File: config.mk
export PLATFORM = sky130hd
export DESIGN_NAME = c_style_comment_scanner_top_flat
export DESIGN_NICKNAME = d
export VERILOG_FILES = /design/src/rtl/core/csc_pkg.sv /design/src/rtl/core/csc_req_if.sv /design/src/rtl/core/csc_rsp_if.sv /design/src/rtl/core/csc_in_stage.sv /design/src/rtl/core/csc_scan_core.sv /design/src/rtl/core/csc_out_stage.sv /design/src/rtl/core/c_style_comment_scanner_top.sv /design/src/flat_wrapper.sv
export SDC_FILE = /design/constraint.sdc
export NUM_CORES = 1
export LEC_CHECK = 0
export ABC_CLOCK_PERIOD_IN_PS = 8400
export BUFFER_PORTS_ARGS = -buffer_cell sky130_fd_sc_hd__buf_2
export CORE_MARGIN = 2
export CORE_UTILIZATION = 54
export CTS_CLUSTER_DIAMETER = 40
export DETAILED_ROUTE_END_ITERATION = 10
export PLACE_DENSITY = 0.78
export SETUP_SLACK_MARGIN = 0.05
export SYNTH_ARGS = -nofsm -noshare
export SYNTH_HDL_FRONTEND = slang
export SYNTH_SLANG_ARGS = --single-unit
File: constraint.sdc
create_clock -name clock -period 8.4 [get_ports clock]
set_input_delay 1.68 -clock clock [delete_from_list [all_inputs] [get_ports clock]]
set_output_delay 1.68 -clock clock [all_outputs]
set_load 0.01 [all_outputs]
File: src/rtl/core/csc_pkg.sv
// ----------------------------------------------------------------------------
// csc_pkg
// Shared types and byte codes of the comment scanner.
// ----------------------------------------------------------------------------
package csc_pkg;

   localparam int OFFSET_BITS_DEFAULT = 32;
   localparam int FIELD_BITS          = 32;

   localparam logic [7:0] CHAR_QUOTE     = 8'h22;
   localparam logic [7:0] CHAR_SLASH     = 8'h2F;
   localparam logic [7:0] CHAR_STAR      = 8'h2A;
   localparam logic [7:0] CHAR_NEWLINE   = 8'h0A;
   localparam logic [7:0] CHAR_BACKSLASH = 8'h5C;
   localparam logic [7:0] CHAR_SPACE     = 8'h20;
   localparam logic [7:0] CHAR_TAB       = 8'h09;
   localparam logic [7:0] CHAR_CR        = 8'h0D;

   localparam logic KIND_LINE  = 1'b0;
   localparam logic KIND_BLOCK = 1'b1;

   typedef struct packed {
      logic [7:0] byte_in;
      logic       is_final;
   } byte_word_type;

   typedef struct packed {
      logic                  comment_kind;
      logic [FIELD_BITS-1:0] head_offset;
      logic [FIELD_BITS-1:0] tail_offset;
      logic [FIELD_BITS-1:0] start_line;
      logic [FIELD_BITS-1:0] start_column;
      logic                  closed;
      logic                  code_before;
   } result_word_type;

   typedef struct packed {
      logic            valid;
      result_word_type word;
   } result_flow_type;

endpackage

File: src/rtl/core/csc_req_if.sv
// ----------------------------------------------------------------------------
// csc_req_if
// Source byte channel: valid, ready and one byte word.
// ----------------------------------------------------------------------------
interface csc_req_if;
   logic       valid;
   logic       ready;
   logic [7:0] byte_in;
   logic       is_final;

   modport source (output valid, output byte_in, output is_final, input ready);
   modport sink   (input valid, input byte_in, input is_final, output ready);
endinterface

File: src/rtl/core/csc_rsp_if.sv
// ----------------------------------------------------------------------------
// csc_rsp_if
// Comment report channel: valid, ready and one result word.
// ----------------------------------------------------------------------------
interface csc_rsp_if;
   logic                           valid;
   logic                           ready;
   logic                           comment_kind;
   logic [csc_pkg::FIELD_BITS-1:0] head_offset;
   logic [csc_pkg::FIELD_BITS-1:0] tail_offset;
   logic [csc_pkg::FIELD_BITS-1:0] start_line;
   logic [csc_pkg::FIELD_BITS-1:0] start_column;
   logic                           closed;
   logic                           code_before;

   modport source (output valid, output comment_kind, output head_offset,
                   output tail_offset, output start_line, output start_column,
                   output closed, output code_before, input ready);
   modport sink   (input valid, input comment_kind, input head_offset,
                   input tail_offset, input start_line, input start_column,
                   input closed, input code_before, output ready);
endinterface

File: src/rtl/core/csc_in_stage.sv
// ----------------------------------------------------------------------------
// csc_in_stage
// Input register: holds one source byte word until the scanner takes it.
// ----------------------------------------------------------------------------
module csc_in_stage (
   input  logic                   clock,
   input  logic                   reset,
   csc_req_if.sink                req_if,
   input  logic                   consume,
   output logic                   word_valid,
   output csc_pkg::byte_word_type word
);

   logic                   valid_ff;
   logic                   valid_in;
   csc_pkg::byte_word_type word_ff;
   logic                   take;

   assign req_if.ready = !valid_ff || consume;
   assign take         = req_if.valid && req_if.ready;

   always_comb begin
      valid_in = valid_ff;
      if (take) begin
         valid_in = 1'b1;
      end else if (consume) begin
         valid_in = 1'b0;
      end
   end

   always_ff @(posedge clock) begin
      if (reset) begin
         valid_ff <= 1'b0;
      end else begin
         valid_ff <= valid_in;
      end
      if (take) begin
         word_ff.byte_in  <= req_if.byte_in;
         word_ff.is_final <= req_if.is_final;
      end
   end

   assign word_valid = valid_ff;
   assign word       = word_ff;

endmodule

File: src/rtl/core/csc_scan_core.sv
// ----------------------------------------------------------------------------
// csc_scan_core
// Scanner state and per-byte update; forms a report when a comment ends.
// ----------------------------------------------------------------------------
module csc_scan_core #(
   parameter int OFFSET_BITS = csc_pkg::OFFSET_BITS_DEFAULT
) (
   input  logic                     clock,
   input  logic                     reset,
   input  logic                     word_valid,
   input  csc_pkg::byte_word_type   word,
   input  logic                     out_free,
   output logic                     consume,
   output csc_pkg::result_flow_type result
);

   typedef enum logic [2:0] {
      MODE_NORMAL = 3'd0,
      MODE_SLASH  = 3'd1,
      MODE_STR    = 3'd2,
      MODE_ESC    = 3'd3,
      MODE_LINE   = 3'd4,
      MODE_BLOCK  = 3'd5,
      MODE_BSTAR  = 3'd6
   } mode_type;

   typedef logic [OFFSET_BITS-1:0] count_type;

   function automatic count_type sat_inc(input count_type v);
      return (v == '1) ? v : count_type'(v + 1'b1);
   endfunction

   function automatic logic [csc_pkg::FIELD_BITS-1:0] to_field(input count_type v);
      logic [63:0] wide;
      wide = 64'(v);
      return (|wide[63:csc_pkg::FIELD_BITS]) ? '1 : wide[csc_pkg::FIELD_BITS-1:0];
   endfunction

   mode_type  mode_ff,        mode_in;
   count_type offset_ff,      offset_in;
   count_type line_ff,        line_in;
   count_type line_start_ff,  line_start_in;
   count_type cstart_off_ff,  cstart_off_in;
   count_type cstart_line_ff, cstart_line_in;
   count_type cstart_col_ff,  cstart_col_in;
   logic      content_ff,     content_in;
   logic      code_before_ff, code_before_in;

   logic       emit;
   logic       as_normal;
   logic       is_ws;
   logic [7:0] b;
   logic       fin;

   assign b     = word.byte_in;
   assign fin   = word.is_final;
   assign is_ws = (b == csc_pkg::CHAR_SPACE) ||
                  ((b >= csc_pkg::CHAR_TAB) && (b <= csc_pkg::CHAR_CR));

   always_comb begin
      mode_in        = mode_ff;
      offset_in      = sat_inc(offset_ff);
      line_in        = line_ff;
      line_start_in  = line_start_ff;
      cstart_off_in  = cstart_off_ff;
      cstart_line_in = cstart_line_ff;
      cstart_col_in  = cstart_col_ff;
      content_in     = content_ff;
      code_before_in = code_before_ff;
      emit           = 1'b0;
      as_normal      = 1'b0;
      result.valid             = 1'b0;
      result.word.comment_kind = csc_pkg::KIND_LINE;
      result.word.head_offset  = to_field(cstart_off_ff);
      result.word.tail_offset  = to_field(offset_ff);
      result.word.start_line   = to_field(cstart_line_ff);
      result.word.start_column = to_field(cstart_col_ff);
      result.word.closed       = 1'b1;
      result.word.code_before  = code_before_ff;

      unique case (mode_ff)
         MODE_SLASH: begin
            if (b == csc_pkg::CHAR_SLASH) begin
               mode_in = MODE_LINE;
            end else if (b == csc_pkg::CHAR_STAR) begin
               mode_in = MODE_BLOCK;
            end else begin
               as_normal = 1'b1;
            end
         end
         MODE_STR: begin
            if (b == csc_pkg::CHAR_QUOTE) begin
               mode_in = MODE_NORMAL;
            end else if (b == csc_pkg::CHAR_BACKSLASH) begin
               mode_in = MODE_ESC;
            end
         end
         MODE_ESC: begin
            mode_in = MODE_STR;
         end
         MODE_LINE: begin
            if (b == csc_pkg::CHAR_NEWLINE) begin
               emit    = 1'b1;
               mode_in = MODE_NORMAL;
            end
         end
         MODE_BLOCK: begin
            if (b == csc_pkg::CHAR_STAR) begin
               mode_in = MODE_BSTAR;
            end
         end
         MODE_BSTAR: begin
            if (b == csc_pkg::CHAR_SLASH) begin
               emit    = 1'b1;
               mode_in = MODE_NORMAL;
               result.word.comment_kind = csc_pkg::KIND_BLOCK;
               result.word.tail_offset  = to_field(sat_inc(offset_ff));
            end else if (b != csc_pkg::CHAR_STAR) begin
               mode_in = MODE_BLOCK;
            end
         end
         default: begin
            as_normal = 1'b1;
         end
      endcase

      if (as_normal) begin
         if (b == csc_pkg::CHAR_QUOTE) begin
            mode_in = MODE_STR;
         end else if (b == csc_pkg::CHAR_SLASH) begin
            mode_in        = MODE_SLASH;
            cstart_off_in  = offset_ff;
            cstart_line_in = line_ff;
            cstart_col_in  = (offset_ff >= line_start_ff) ?
                             sat_inc(count_type'(offset_ff - line_start_ff)) :
                             count_type'(1);
            code_before_in = content_ff;
         end else begin
            mode_in = MODE_NORMAL;
         end
      end

      if (fin && !emit) begin
         if (mode_in == MODE_LINE) begin
            emit = 1'b1;
            result.word.tail_offset = to_field(sat_inc(offset_ff));
         end else if (mode_in == MODE_BLOCK || mode_in == MODE_BSTAR) begin
            emit = 1'b1;
            result.word.comment_kind = csc_pkg::KIND_BLOCK;
            result.word.tail_offset  = to_field(sat_inc(offset_ff));
            result.word.closed       = 1'b0;
         end
      end

      if (b == csc_pkg::CHAR_NEWLINE) begin
         line_in       = sat_inc(line_ff);
         line_start_in = sat_inc(offset_ff);
         content_in    = 1'b0;
      end else if (!is_ws) begin
         content_in = 1'b1;
      end

      if (fin) begin
         mode_in        = MODE_NORMAL;
         offset_in      = '0;
         line_in        = count_type'(1);
         line_start_in  = '0;
         cstart_off_in  = '0;
         cstart_line_in = count_type'(1);
         cstart_col_in  = count_type'(1);
         content_in     = 1'b0;
         code_before_in = 1'b0;
      end

      result.valid = word_valid && emit;
   end

   assign consume = word_valid && (!emit || out_free);

   always_ff @(posedge clock) begin
      if (reset) begin
         mode_ff        <= MODE_NORMAL;
         offset_ff      <= '0;
         line_ff        <= count_type'(1);
         line_start_ff  <= '0;
         cstart_off_ff  <= '0;
         cstart_line_ff <= count_type'(1);
         cstart_col_ff  <= count_type'(1);
         content_ff     <= 1'b0;
         code_before_ff <= 1'b0;
      end else if (consume) begin
         mode_ff        <= mode_in;
         offset_ff      <= offset_in;
         line_ff        <= line_in;
         line_start_ff  <= line_start_in;
         cstart_off_ff  <= cstart_off_in;
         cstart_line_ff <= cstart_line_in;
         cstart_col_ff  <= cstart_col_in;
         content_ff     <= content_in;
         code_before_ff <= code_before_in;
      end
   end

   a_final_restarts: assert property (@(posedge clock) disable iff (reset)
      consume && fin |=> offset_ff == '0 && mode_ff == MODE_NORMAL &&
                         line_ff == count_type'(1))
      else $error("scanner state not restarted after final byte");

   a_offset_advances: assert property (@(posedge clock) disable iff (reset)
      consume && !fin && offset_ff != '1 |=> offset_ff == $past(offset_ff) + 1'b1)
      else $error("byte offset did not advance");

   a_no_drop: assert property (@(posedge clock) disable iff (reset)
      result.valid && !out_free |-> !consume)
      else $error("report dropped while output is full");

   a_hold_stalled: assert property (@(posedge clock) disable iff (reset)
      word_valid && !consume |=> $stable(offset_ff) && $stable(mode_ff))
      else $error("scanner state moved without taking a byte");

endmodule

File: src/rtl/core/csc_out_stage.sv
// ----------------------------------------------------------------------------
// csc_out_stage
// Result register: holds one report word until the receiver takes it.
// ----------------------------------------------------------------------------
module csc_out_stage (
   input  logic                     clock,
   input  logic                     reset,
   input  csc_pkg::result_flow_type result,
   input  logic                     consume,
   output logic                     out_free,
   csc_rsp_if.source                rsp_if
);

   logic                     valid_ff;
   logic                     valid_in;
   csc_pkg::result_word_type word_ff;
   logic                     load;

   assign out_free = !valid_ff || rsp_if.ready;
   assign load     = result.valid && consume;

   always_comb begin
      valid_in = valid_ff;
      if (load) begin
         valid_in = 1'b1;
      end else if (rsp_if.ready) begin
         valid_in = 1'b0;
      end
   end

   always_ff @(posedge clock) begin
      if (reset) begin
         valid_ff <= 1'b0;
      end else begin
         valid_ff <= valid_in;
      end
      if (load) begin
         word_ff <= result.word;
      end
   end

   assign rsp_if.valid        = valid_ff;
   assign rsp_if.comment_kind = word_ff.comment_kind;
   assign rsp_if.head_offset  = word_ff.head_offset;
   assign rsp_if.tail_offset  = word_ff.tail_offset;
   assign rsp_if.start_line   = word_ff.start_line;
   assign rsp_if.start_column = word_ff.start_column;
   assign rsp_if.closed       = word_ff.closed;
   assign rsp_if.code_before  = word_ff.code_before;

endmodule

File: src/rtl/core/c_style_comment_scanner_top.sv
// ----------------------------------------------------------------------------
// c_style_comment_scanner_top
// Finds line and block comments in a byte stream, skipping quoted strings.
// ----------------------------------------------------------------------------
// Usage:
//   req_if carries one source byte per word plus is_final on the last byte
//   of a text. rsp_if carries one report word per comment: kind, start and
//   end offsets, start line and column, closed and code_before.
//   A byte is registered in the input register on acceptance and scanned
//   from there; its report is registered in the result register, which
//   drives rsp_if. Throughput is one byte per cycle, set by the state
//   update between the input register and the result register, unless a
//   byte that produces a report waits for a held report.
//   The byte after is_final starts a new text with offset 0, line 1.
//   Reset clears the scanner state and the valid flags of both stage registers.
//   When rsp_if stalls with a report held, a byte that closes another
//   comment waits in the input register and req_if.ready drops; bytes that
//   produce no report keep flowing while the held report waits.
// ----------------------------------------------------------------------------
module c_style_comment_scanner_top #(
   parameter int OFFSET_BITS = csc_pkg::OFFSET_BITS_DEFAULT
) (
   input  logic      clock,
   input  logic      reset,
   csc_req_if.sink   req_if,
   csc_rsp_if.source rsp_if
);

   logic                     word_valid;
   csc_pkg::byte_word_type   word;
   logic                     consume;
   logic                     out_free;
   csc_pkg::result_flow_type result;

   csc_in_stage u_in_stage (
      .clock      (clock),
      .reset      (reset),
      .req_if     (req_if),
      .consume    (consume),
      .word_valid (word_valid),
      .word       (word)
   );

   csc_scan_core #(
      .OFFSET_BITS (OFFSET_BITS)
   ) u_scan_core (
      .clock      (clock),
      .reset      (reset),
      .word_valid (word_valid),
      .word       (word),
      .out_free   (out_free),
      .consume    (consume),
      .result     (result)
   );

   csc_out_stage u_out_stage (
      .clock    (clock),
      .reset    (reset),
      .result   (result),
      .consume  (consume),
      .out_free (out_free),
      .rsp_if   (rsp_if)
   );

endmodule
File: src/flat_wrapper.sv
// flat-port wrapper written by rule: the top's interface ports become plain ports
module c_style_comment_scanner_top_flat 
#(
   parameter int OFFSET_BITS = csc_pkg::OFFSET_BITS_DEFAULT
)
  (clock, reset, req_if_valid, req_if_byte_in, req_if_is_final, req_if_ready, rsp_if_valid, rsp_if_comment_kind, rsp_if_head_offset, rsp_if_tail_offset, rsp_if_start_line, rsp_if_start_column, rsp_if_closed, rsp_if_code_before, rsp_if_ready);
  csc_req_if req_if_i ();
  csc_rsp_if rsp_if_i ();
  input  logic clock;
  input  logic reset;
  input wire logic [$bits(req_if_i.valid)-1:0] req_if_valid;
  input wire logic [$bits(req_if_i.byte_in)-1:0] req_if_byte_in;
  input wire logic [$bits(req_if_i.is_final)-1:0] req_if_is_final;
  output wire logic [$bits(req_if_i.ready)-1:0] req_if_ready;
  output wire logic [$bits(rsp_if_i.valid)-1:0] rsp_if_valid;
  output wire logic [$bits(rsp_if_i.comment_kind)-1:0] rsp_if_comment_kind;
  output wire logic [$bits(rsp_if_i.head_offset)-1:0] rsp_if_head_offset;
  output wire logic [$bits(rsp_if_i.tail_offset)-1:0] rsp_if_tail_offset;
  output wire logic [$bits(rsp_if_i.start_line)-1:0] rsp_if_start_line;
  output wire logic [$bits(rsp_if_i.start_column)-1:0] rsp_if_start_column;
  output wire logic [$bits(rsp_if_i.closed)-1:0] rsp_if_closed;
  output wire logic [$bits(rsp_if_i.code_before)-1:0] rsp_if_code_before;
  input wire logic [$bits(rsp_if_i.ready)-1:0] rsp_if_ready;
  assign req_if_i.valid = req_if_valid;
  assign req_if_i.byte_in = req_if_byte_in;
  assign req_if_i.is_final = req_if_is_final;
  assign req_if_ready = req_if_i.ready;
  assign rsp_if_valid = rsp_if_i.valid;
  assign rsp_if_comment_kind = rsp_if_i.comment_kind;
  assign rsp_if_head_offset = rsp_if_i.head_offset;
  assign rsp_if_tail_offset = rsp_if_i.tail_offset;
  assign rsp_if_start_line = rsp_if_i.start_line;
  assign rsp_if_start_column = rsp_if_i.start_column;
  assign rsp_if_closed = rsp_if_i.closed;
  assign rsp_if_code_before = rsp_if_i.code_before;
  assign rsp_if_i.ready = rsp_if_ready;
  c_style_comment_scanner_top #(.OFFSET_BITS(OFFSET_BITS)) u_core (.clock(clock), .reset(reset), .req_if(req_if_i), .rsp_if(rsp_if_i));
endmodule
======== Word level (Yosys, flattened, before mapping) ========
Cells that the tools add are included.
operators by class
  add/sub/neg operators ................... 4
  $lt $le $gt $ge ......................... 3
  equal/unequal tests ..................... 22
  multiplexer cells ....................... 64
  bitwise operators ....................... 1
  reductions and logical operators ........ 26
operators by type and width
  operator                                                                count
  32-bit two-way mux                                                      26
  32-bit by 1-bit adder with 32-bit output (second input constant)        3
  32-bit == test (second input constant)                                  3
  8-bit by 6-bit == test with 1-bit output (second input constant)        4
  32-bit >= comparator                                                    1
  32-bit subtractor                                                       1
  3-bit two-way mux                                                       10
  1-bit two-way mux                                                       24
  3-bit == test (second input constant)                                   6
  3-bit one-hot mux with 6 select lines                                   1
  2-bit nonzero test                                                      5
  8-bit by 4-bit == test with 1-bit output (second input constant)        1
  8-bit by 7-bit == test with 1-bit output (second input constant)        1
  8-bit by 4-bit >= comparator with 1-bit output (second input constant)  1
  8-bit by 4-bit <= comparator with 1-bit output (second input constant)  1
  8-bit by 6-bit != test with 1-bit output (second input constant)        1
  3-bit by 2-bit == test with 1-bit output (second input constant)        2
  1-bit logical AND                                                       6
  1-bit logical OR                                                        5
  5-bit OR reduction                                                      1
  1-bit zero test                                                         4
  2-bit by 1-bit != test with 1-bit output (second input constant)        2
  1-bit one-hot mux with 2 select lines                                   2
  2-bit AND reduction                                                     2
  other kinds (7)                                                         7
storage, ports and cells
  flip-flop bits (word level) ............. 339
  bits of input ports ..................... 13
  output and inout bits ................... 133
  logic and storage cells ................. 140

======== Logic depth before layout (Yosys ltp) ========
Gate-level depths: netlist of run 1.
  depth in word-level cells ............... 16
  mapped depth ............................ 16
  depth with buffers taken out ............ 14

======== By module ========
From an unflattened synthesis of run 1, not the netlist that was laid out.
second synthesis, totals
  cell total of the unflattened synthesis .. 1702
  area total of the unflattened synthesis .. 16031.6 µm²
modules (own cells, without submodules)
  module         instances  cells each  area an instance (µm²)  seq. area each (µm²)
  csc_scan_core  1          1552        11722.5                 3943.8
  csc_out_stage  1          136         3983.8                  3953.8
  csc_in_stage   1          14          325.3                   290.3

======== Least setup slack after synthesis of run 1 ========
OpenSTA, ideal clock, no wires.
  kind .................................... input to register
  start ................................... input port rsp_if_ready
  end ..................................... register u_core.u_out_stage.word_ff (netlist bit u_core.u_out_stage.rsp_if.closed), enable pin
  setup time .............................. 0.623 ns
  arrival ................................. 7.647 ns
  data required time ...................... 7.777 ns
  setup slack ............................. 0.129 ns
  stages .................................. 5
  path buffers ............................ 1
  cell sequence ........................... inv_1 > nand2_1 > o21ai_1 > clkbuf_1 > nor2_1
on the way
  cells in the longest elaborated chain, start to end .. 4
RTL lines
  what                         line                  RTL
  start, declared              flat_wrapper.sv:23    input wire logic [$bits(rsp_if_i.ready)-1:0] rsp_if_ready;
  1-bit logical OR             csc_out_stage.sv:19   assign out_free = !valid_ff || rsp_if.ready;
  1-bit logical OR             csc_scan_core.sv:178  assign consume = word_valid && (!emit || out_free);
  1-bit logical AND            csc_scan_core.sv:178
  1-bit logical AND            csc_out_stage.sv:20   assign load = result.valid && consume;
  via u_core.u_out_stage.load  csc_out_stage.sv:17   logic load;
  end signal, assigned         csc_out_stage.sv:38   word_ff <= result.word;
  end, declared                csc_out_stage.sv:16   csc_pkg::result_word_type word_ff;
The timed path passes the listed nets, and every way through them passes these cells.
A chain may end at the register's enable or synchronous reset.

======== Final worst setup path of run 1 ========
  start ................................... register u_core.u_in_stage.word_ff (netlist bit u_core.u_in_stage.word[5])
  end ..................................... output port req_if_ready
on the way
  cells in the longest elaborated chain, start to end .. 14
  elaborated cells on any way between the ends .. 37
  classes of those cells .................. 9 x eq/ne; 21 x mux; 7 x reduce/logical
RTL lines
  what                                                                                                   line                  RTL
  start, declared                                                                                        csc_in_stage.sv:16    csc_pkg::byte_word_type word_ff;
  8-bit by 6-bit != test with 1-bit output (tied with other cells)                                       csc_scan_core.sv:118  end else if (b != csc_pkg::CHAR_STAR) begin
  3-bit two-way mux (tied with other cells)                                                              csc_scan_core.sv:118
  3-bit two-way mux (tied with other cells)                                                              csc_scan_core.sv:113  if (b == csc_pkg::CHAR_SLASH) begin
  3-bit one-hot mux with 6 select lines / 1-bit one-hot mux with 2 select lines (equally long branches)  csc_scan_core.sv:81   unique case (mode_ff)
  3-bit two-way mux                                                                                      csc_scan_core.sv:127  if (as_normal) begin
  3-bit == test                                                                                          csc_scan_core.sv:147  end else if (mode_in == MODE_BLOCK || mode_in == MODE_BSTAR) begin
  1-bit logical OR                                                                                       csc_scan_core.sv:147
  1-bit two-way mux                                                                                      csc_scan_core.sv:147
  1-bit two-way mux                                                                                      csc_scan_core.sv:144  if (mode_in == MODE_LINE) begin
  1-bit two-way mux (*)                                                                                  csc_scan_core.sv:143  if (fin && !emit) begin
  1-bit zero test (*)                                                                                    csc_scan_core.sv:178
  1-bit logical OR (*)                                                                                   csc_scan_core.sv:178
  1-bit logical AND (*)                                                                                  csc_scan_core.sv:178
  1-bit logical OR (*)                                                                                   csc_in_stage.sv:19    assign req_if.ready = !valid_ff || consume;
  end, declared                                                                                          flat_wrapper.sv:14    output wire logic [$bits(req_if_i.ready)-1:0] req_if_ready;
Every way passes the cells marked *; elsewhere a longest branch is shown, timed or not.

==> results of run 1 <==
-- area by class of cell --
cell class | count | area [um2] | area share (%)
repair buffers | 158 | 838.3 | 4.498
clock inverters | 26 | 361.6 | 1.940
multi-input cells | 1198 | 7393 | 39.67
well taps | 390 | 488.0 | 2.619
clock buffers | 52 | 1171 | 6.284
flip-flops and latches | 339 | 8188 | 43.94
inverters | 52 | 195.2 | 1.047
-- stage by stage --
stage	cells	utilization, %
floorplan	1700	-
global route	2215	62.88
global placement	2137	57.70
CTS	2215	62.88
finish	2215	62.88
detailed placement	2137	57.70
-- kinds of logic (layout without fill, tap and decap cells) --
family | after synthesis | after routing | share of synthesized area (%)
AOI/OAI and AO/OA | 431 | 431 | 17.27
xor gates and xnor gates | 115 | 115 | 6.184
adders and majority gates | 36 | 36 | 2.812
buffers and inverters | 163 | 288 | 4.479
DFF | 339 | 339 | 50.27
muxes | 4 | 4 | 0.2612
and+or+nand+nor | 612 | 612 | 18.72
-- metal layers --
| metal | global-route usage (%) | part of all wire (%) | routed length [um] | up-vias |
|---|---|---|---|---|
| li1 | - | - | - | 6381 |
| met1 | 33.92 | 43 | 17420 | 6243 |
| met2 | 39.41 | 46 | 18410 | 581 |
| met3 | 4.370 | 7.2 | 2908 | 108 |
| met4 | 10.72 | 3.8 | 1515 | 0 |
| met5 | 0 | 0 | 0 | - |
-- sequential cells by signal (all words and copies together), names as in the netlist --
name and cells:
u_core.u_out_stage.rsp_if.comment_kind 1, u_core.u_out_stage.rsp_if.start_column 32, u_core.u_scan_core.content_ff 1, u_core.u_out_stage.rsp_if.valid 1, u_core.u_out_stage.rsp_if.code_before 1, u_core.u_scan_core.cstart_col_ff 32, u_core.u_in_stage.word 9, u_core.u_scan_core.offset_ff 32
u_core.u_out_stage.rsp_if.tail_offset 32, u_core.u_scan_core.line_ff 32, u_core.u_out_stage.rsp_if.closed 1, u_core.u_out_stage.rsp_if.head_offset 32, u_core.u_scan_core.line_start_ff 32, u_core.u_scan_core.mode_ff 3, u_core.u_in_stage.word_valid 1, u_core.u_scan_core.cstart_line_ff 32
u_core.u_out_stage.rsp_if.start_line 32, u_core.u_scan_core.cstart_off_ff 32, u_core.u_scan_core.code_before_ff 1
-- path summary, 6_finish.rpt --
| path | startpoint | endpoint | slack [ns] | cells after the start |
|---|---|---|---|---|
| max reg2reg | u_core.u_scan_core.offset_ff[0]$_SDFFE_PP0P_ | u_core.u_scan_core.cstart_col_ff[12]$_SDFFE_PP0P_ | 3.84 | 14 |
| min | u_core.u_scan_core.cstart_off_ff[9]$_SDFFE_PP0P_ | u_core.u_out_stage.rsp_if.head_offset[9]$_DFFE_PP_ | 0.42 | 0 |
| max | u_core.u_in_stage.word[5]$_DFFE_PP_ | req_if_ready | 3.68 | 6 |
| min reg2reg | u_core.u_scan_core.cstart_off_ff[9]$_SDFFE_PP0P_ | u_core.u_out_stage.rsp_if.head_offset[9]$_DFFE_PP_ | 0.42 | 0 |
-- cell usage in the layout (no fill, tap or decap), types with 10 or more instances in the layout --
| cell type | Yosys | final |
|---|---|---|
| a211oi_1 | 20 | 20 |
| a21oi_1 | 105 | 105 |
| a22oi_1 | 80 | 80 |
| and2_1 | 23 | 23 |
| and3_1 | 13 | 13 |
| and4_1 | 13 | 13 |
| buf_2 | 14 | 144 |
| buf_4 | 1 | 13 |
| clkbuf_16 | 0 | 44 |
| dfxtp_1 | 199 | 199 |
| edfxtp_1 | 140 | 140 |
| ha_1 | 35 | 35 |
| inv_1 | 52 | 52 |
| nand2_1 | 152 | 152 |
| nand2b_1 | 10 | 10 |
| nand3_1 | 56 | 56 |
| nand4_1 | 46 | 46 |
| nor2_1 | 182 | 180 |
| nor3_1 | 29 | 29 |
| o211ai_1 | 12 | 12 |
| o21a_1 | 15 | 15 |
| o21ai_0 | 108 | 107 |
| or3_1 | 25 | 25 |
| xnor2_1 | 60 | 60 |
| xor2_1 | 55 | 55 |
-- power by group --
| part | internal, uW | switching [uW] |
|---|---|---|
| registers | 1710 | 5.44 |
| clock network | 1180 | 733 |
| logic | 16.9 | 51.3 |
==> flow_summary_export.csv, run 1 <==
group,metric,value,unit
run_status,status,"completed",
sta,worstMarginPinSlew,1.172,ns
detailed_routing,num_vias,13313,
clock_network,post_cts_buffers,0,
pwr,p_leak,0.006424,uW
critical_path,cp_num_buf_inv,1,
sta,fmax,0.2119,GHz
synth,ys_top_cells_by_count,"199 x dfxtp_1, 182 x nor2_1, 152 x nand2_1",
cells_and_area,antennaDiodeCount,0,
detailed_routing,drc_errors,0,
clock_network,clk-insertion-delay-late,0.54,ns
floorplanning,placementRows,63,
synth,synthTopCellsByArea,"edfxtp_1 26%, dfxtp_1 24%, nor2_1 4.2%",
critical_path,crit_family,"simple AND/OR/NAND/NOR gates",
placement,place_congestion,0.9036,
pwr,power-per-cell-area,198.0,nW/um2
synth,synth_edf_count,140,
synth,syn_inst,1700,
critical_path,cp_max_fo,7,
synth,yosysSeqAreaShare,50.27,%
global_routing,grt_max_degree,99,
floorplanning,io_pins,146,
floorplanning,die-area,31570,um2
clock_network,cts_hold_buf,0,
sta,slew_headroom,21.85,%
clock_network,post_cts_resized,0,
synth,synthFlopType,"dfxtp_1",
synth,yosysMostFrequentCell,"dfxtp_1",
critical_path,worst-setup-path-type,"reg -> out",
cells_and_area,nets,1840,
cells_and_area,nFillCells,2436,
global_routing,gr-total-overflow,0,
synth,postSynth.asyncResetShare,0,%
pwr,ir_worst_vdd,162.2,uV
clock_network,cts_tree,"yes",
clock_network,clk_pin_slew,0.06,ns
critical_path,worstPathCellList,"nor4b_2, nand4_1, a211oi_1, o21ai_0, or3_1, buf_2",
sta,hold_viol,0,
sta,setup-tns-final,0,ns
global_routing,grt_pass1_vias,12421,
critical_path,critPathMaxStageDelay,0.56,ns
sta,period_share,56.18,%
clock_network,cts_htree_levels,2,
sta,finalMaxSlewViolations,0,
run,maxCapViolations,0,
placement,io_buffers,145,
detailed_routing,drtIter0Drc,1117,
cells_and_area,area_growth,14.42,%
sta,post-route-min-period,4.719,ns
critical_path,cpMaxStageDelayCell,"nor4b_2",
cells_and_area,design_area,18640,um2
synth,synth_top_cell_area_share,25.81,%
placement,detailed_place_hpwl,27130,um
synth,ys_ff_latch,339,
worst_hold_path,holdCritPathClass,"reg -> reg",
floorplanning,die-width,177.7,um
synth,ys_types,89,
clock_network,cts_made_buffers,42,
synth,synthesis.area,16290,um2
critical_path,startpoint_type,"flip-flop",
clock_network,cts-root-buf,"clkbuf_16",
clock_network,clock_sinks,339,
sta,setup_viol,0,
global_routing,grtUsageTotal,25.00,%
sta,finalClockSkew,0.02433,ns
sta,hold_ws,0.4229,ns
detailed_routing,detail-route-antenna-nets,0,
detailed_routing,totalWireLength,40250,um
floorplanning,die_h,177.7,um
critical_path,required,6.72,ns
sta,rsz0062_at_grt,"no",
sta,final.setup.worst_slack,3.681,ns
synth,synth_nets,1749,
placement,place_ws,3.918,ns
synth,synth_top_cell_by_area,"edfxtp_1",
detailed_routing,post_drt_wl_per_cell,18.17,um
clock_network,cts_max_path_buffers,3,
pwr,p_total,3689,uW
placement,placedInstanceArea,17100,um2
floorplanning,floorplan.initialDensity,54.95,%
floorplanning,coreArea,29640,um2
cells_and_area,layout-drive-gt1-share,14.58,%
critical_path,cp-end-kind,"output port",
detailed_routing,drt_pre_antenna_iters,5,
synth,synth.avg_cell_area,9.581,um2
detailed_routing,avgViaCountPerCell,6.010,
global_routing,grt_pass1_wl,63730,um
synth,ys_warn_count,0,
global_routing,antenna_found_initial,0,
critical_path,arrival,3.04,ns
(Power assumes the default switching activity.)
==> inputs of run 2 (changes only) <==
ABC_CLOCK_PERIOD_IN_PS = 4200   (was 8400)
clock period = 4.2 ns   (was 8.4 ns; I/O delays follow)
==> flow_summary_export.csv, run 2 (synthesis results as in run 1) <==
group,metric,value,unit
run_status,status,"completed",
sta,setup_viol,0,
floorplanning,die_h,177.7,um
detailed_routing,drc_errors,0,
detailed_routing,drt_pre_antenna_iters,5,
critical_path,required,4.59,ns
cells_and_area,nFillCells,2384,
sta,fmax,0.2510,GHz
floorplanning,floorplan.initialDensity,54.95,%
global_routing,grt_max_degree,73,
sta,finalClockSkew,0.03169,ns
clock_network,cts_tree,"yes",
clock_network,clock_sinks,339,
cells_and_area,layout_commonest_cell,"dfxtp_1",
placement,detailed_place_hpwl,28300,um
run,maxCapViolations,0,
placement,place_congestion,0.9222,
clock_network,cts_hold_buf,0,
pwr,clkPwrFrac,49.7,%
detailed_routing,post_drt_wl_per_cell,18.30,um
placement,placedCellCount,2173,
sta,post-route-min-period,3.983,ns
pwr,pwr-share-seq,48.3,%
sta,period_share,94.84,%
pwr,p_total,7090,uW
critical_path,cpMostUsedCell,"inv_1",
worst_hold_path,holdCritPathClass,"reg -> reg",
detailed_routing,detail-route-antenna-nets,0,
critical_path,cpMaxStageDelayCell,"a221o_2",
critical_path,arrival,4.37,ns
worst_hold_path,hp-start,"u_core.u_scan_core.cstart_col_ff[21]$_SDFFE_PP0P_",
critical_path,r2r-start,"u_core.u_scan_core.offset_ff[0]$_SDFFE_PP0P_",
sta,slew_headroom,34.55,%
sta,setup-tns-final,0,ns
critical_path,worstPathCellList,"inv_1, ha_1, inv_1, fa_2, a211oi_4, o21ai_2, a221o_2, a21o_1, xor2_2, nand4b_1, or2_2, or3_1, o311ai_1, nand3_1",
clock_network,cts-root-buf,"clkbuf_16",
placement,io_buffers,145,
critical_path,startpoint_type,"flip-flop",
cells_and_area,nets,1880,
pwr,p_leak,0.006580,uW
sta,hold_viol,0,
critical_path,cp_max_fo,6,
critical_path,cp-end-kind,"flip-flop",
clock_network,cts_made_buffers,39,
clock_network,cts_htree_levels,2,
global_routing,gr-total-overflow,0,
floorplanning,die-area,31570,um2
global_routing,grt_pass1_wl,65090,um
floorplanning,coreArea,29640,um2
cells_and_area,postLayoutCoreUtil,63.72,%
detailed_routing,totalWireLength,41210,um
floorplanning,io_pins,146,
global_routing,antenna_found_initial,0,
cells_and_area,antennaDiodeCount,0,
global_routing,grt_pass1_vias,12420,
critical_path,critPathMaxStageDelay,0.49,ns
clock_network,clk-insertion-delay-late,0.55,ns
critical_path,crit_path_start,"u_core.u_scan_core.offset_ff[0]$_SDFFE_PP0P_",
detailed_routing,avgViaCountPerCell,5.972,
clock_network,cts_max_path_buffers,3,
sta,rsz0062_at_grt,"no",
cells_and_area,mostFrequentLayoutCells,"199 x dfxtp_1, 180 x nor2_1, 151 x nand2_1, 144 x buf_2, 140 x edfxtp_1",
cells_and_area,layout-drive-gt1-share,16.70,%
pwr,power-per-cell-area,375.4,nW/um2
pwr,p_comb_share,2.0,%
pwr,power.switching,1533,uW
global_routing,grtUsageTotal,25.62,%
cells_and_area,stdcell_count,2252,
sta,worstMarginPinSlew,0.9817,ns
sta,finalMaxSlewViolations,0,
floorplanning,die-width,177.7,um
pwr,sw_frac_of_total,21.62,%
clock_network,clk_pin_slew,0.06,ns
pwr,p_int,5557,uW
cells_and_area,area_growth,15.96,%
floorplanning,placementRows,63,
critical_path,worst-setup-path-type,"reg -> reg",
pwr,ir_worst_vdd,376.6,uV
detailed_routing,num_vias,13449,
detailed_routing,drtIter0Drc,1214,
run 2: changes by cell type in the layout (fill, tap and decap cells not counted), sizes merged:
cell,delta
clkbuf,-7
buf,+43
clkinvlp,+1
run 2: critical path, delay by kind of cell (launching register included):
family	cells	cell delay, ns
AOI/OAI and AO/OA	5	1.44
and+or+nand+nor	4	1.07
adders and majority gates	2	0.58
DFF	1	0.35
buffers and inverters	2	0.21
xor gates and xnor gates	1	0.18
run 2: path summary, 6_finish.rpt:
| check | endpoint | slack, ns | cells past startpoint |
|---|---|---|---|
| worst min-delay path | u_core.u_out_stage.rsp_if.start_column[21]$_DFFE_PP_ | 0.43 | 0 |
| worst min register to register | u_core.u_out_stage.rsp_if.start_column[21]$_DFFE_PP_ | 0.43 | 0 |
| worst max-delay path | u_core.u_scan_core.cstart_col_ff[25]$_SDFFE_PP0P_ | 0.22 | 14 |
| worst max register to register | u_core.u_scan_core.cstart_col_ff[25]$_SDFFE_PP0P_ | 0.22 | 14 |
run 2: area by class of cell:
type	instances	area (um2)	share of cell area [%]
Inverter	52	195.2	1.033
Tap cell	390	488.0	2.584
Clock buffer	45	1018	5.393
Timing Repair Buffer	201	1161	6.148
Sequential cell	339	8188	43.35
Multi-Input combinational cell	1198	7473	39.57
Clock inverter	27	362.8	1.921
run 2: timing repair:
action / in CTS / in global routing
hold endpoints to repair: 0 / 0
buffers inserted: 0 / 7
pin swaps: 0 / 8
cloned: 0 / 0
resized for setup: 3 / 16
endpoints found under the setup margin: 2 / 27
run 2: routing by layer:
layer,vias to the layer above,global-route usage (%),part of all wire [%]
met1,6350,35.83,44
met2,563,41.31,47
met4,0,7.684,2.3
met5,-,0,0
met3,74,3.685,7.0
li1,6462,-,-
run 2: per-stage QoR:
step | setup slack (ns) | instance area, um2 | hold slack, ns
3_3_place_gp | 0.2644 | 17370 | 0.4085
4_1_cts | 0.1272 | 18760 | 0.4316
6_report | 0.2166 | 18890 | 0.4296
5_1_grt | 0.05624 | 18890 | 0.4409
3_5_place_dp | 0.07774 | 17370 | 0.4161
2_1_floorplan | 0.1770 | 16290 | 0.3995
run 2: power groups by stage:
| stage | Sequential, uW | Clock (uW) | Combinational [uW] |
|---|---|---|---|
| 2_1_floorplan | 3490 | 0 | 94.2 |
| 3_3_place_gp | 3500 | 0 | 134 |
| 3_5_place_dp | 3500 | 0 | 137 |
| 4_1_cts | 3430 | 3570 | 138 |
| 5_1_grt | 3430 | 3700 | 152 |
| 6_report | 3430 | 3520 | 141 |
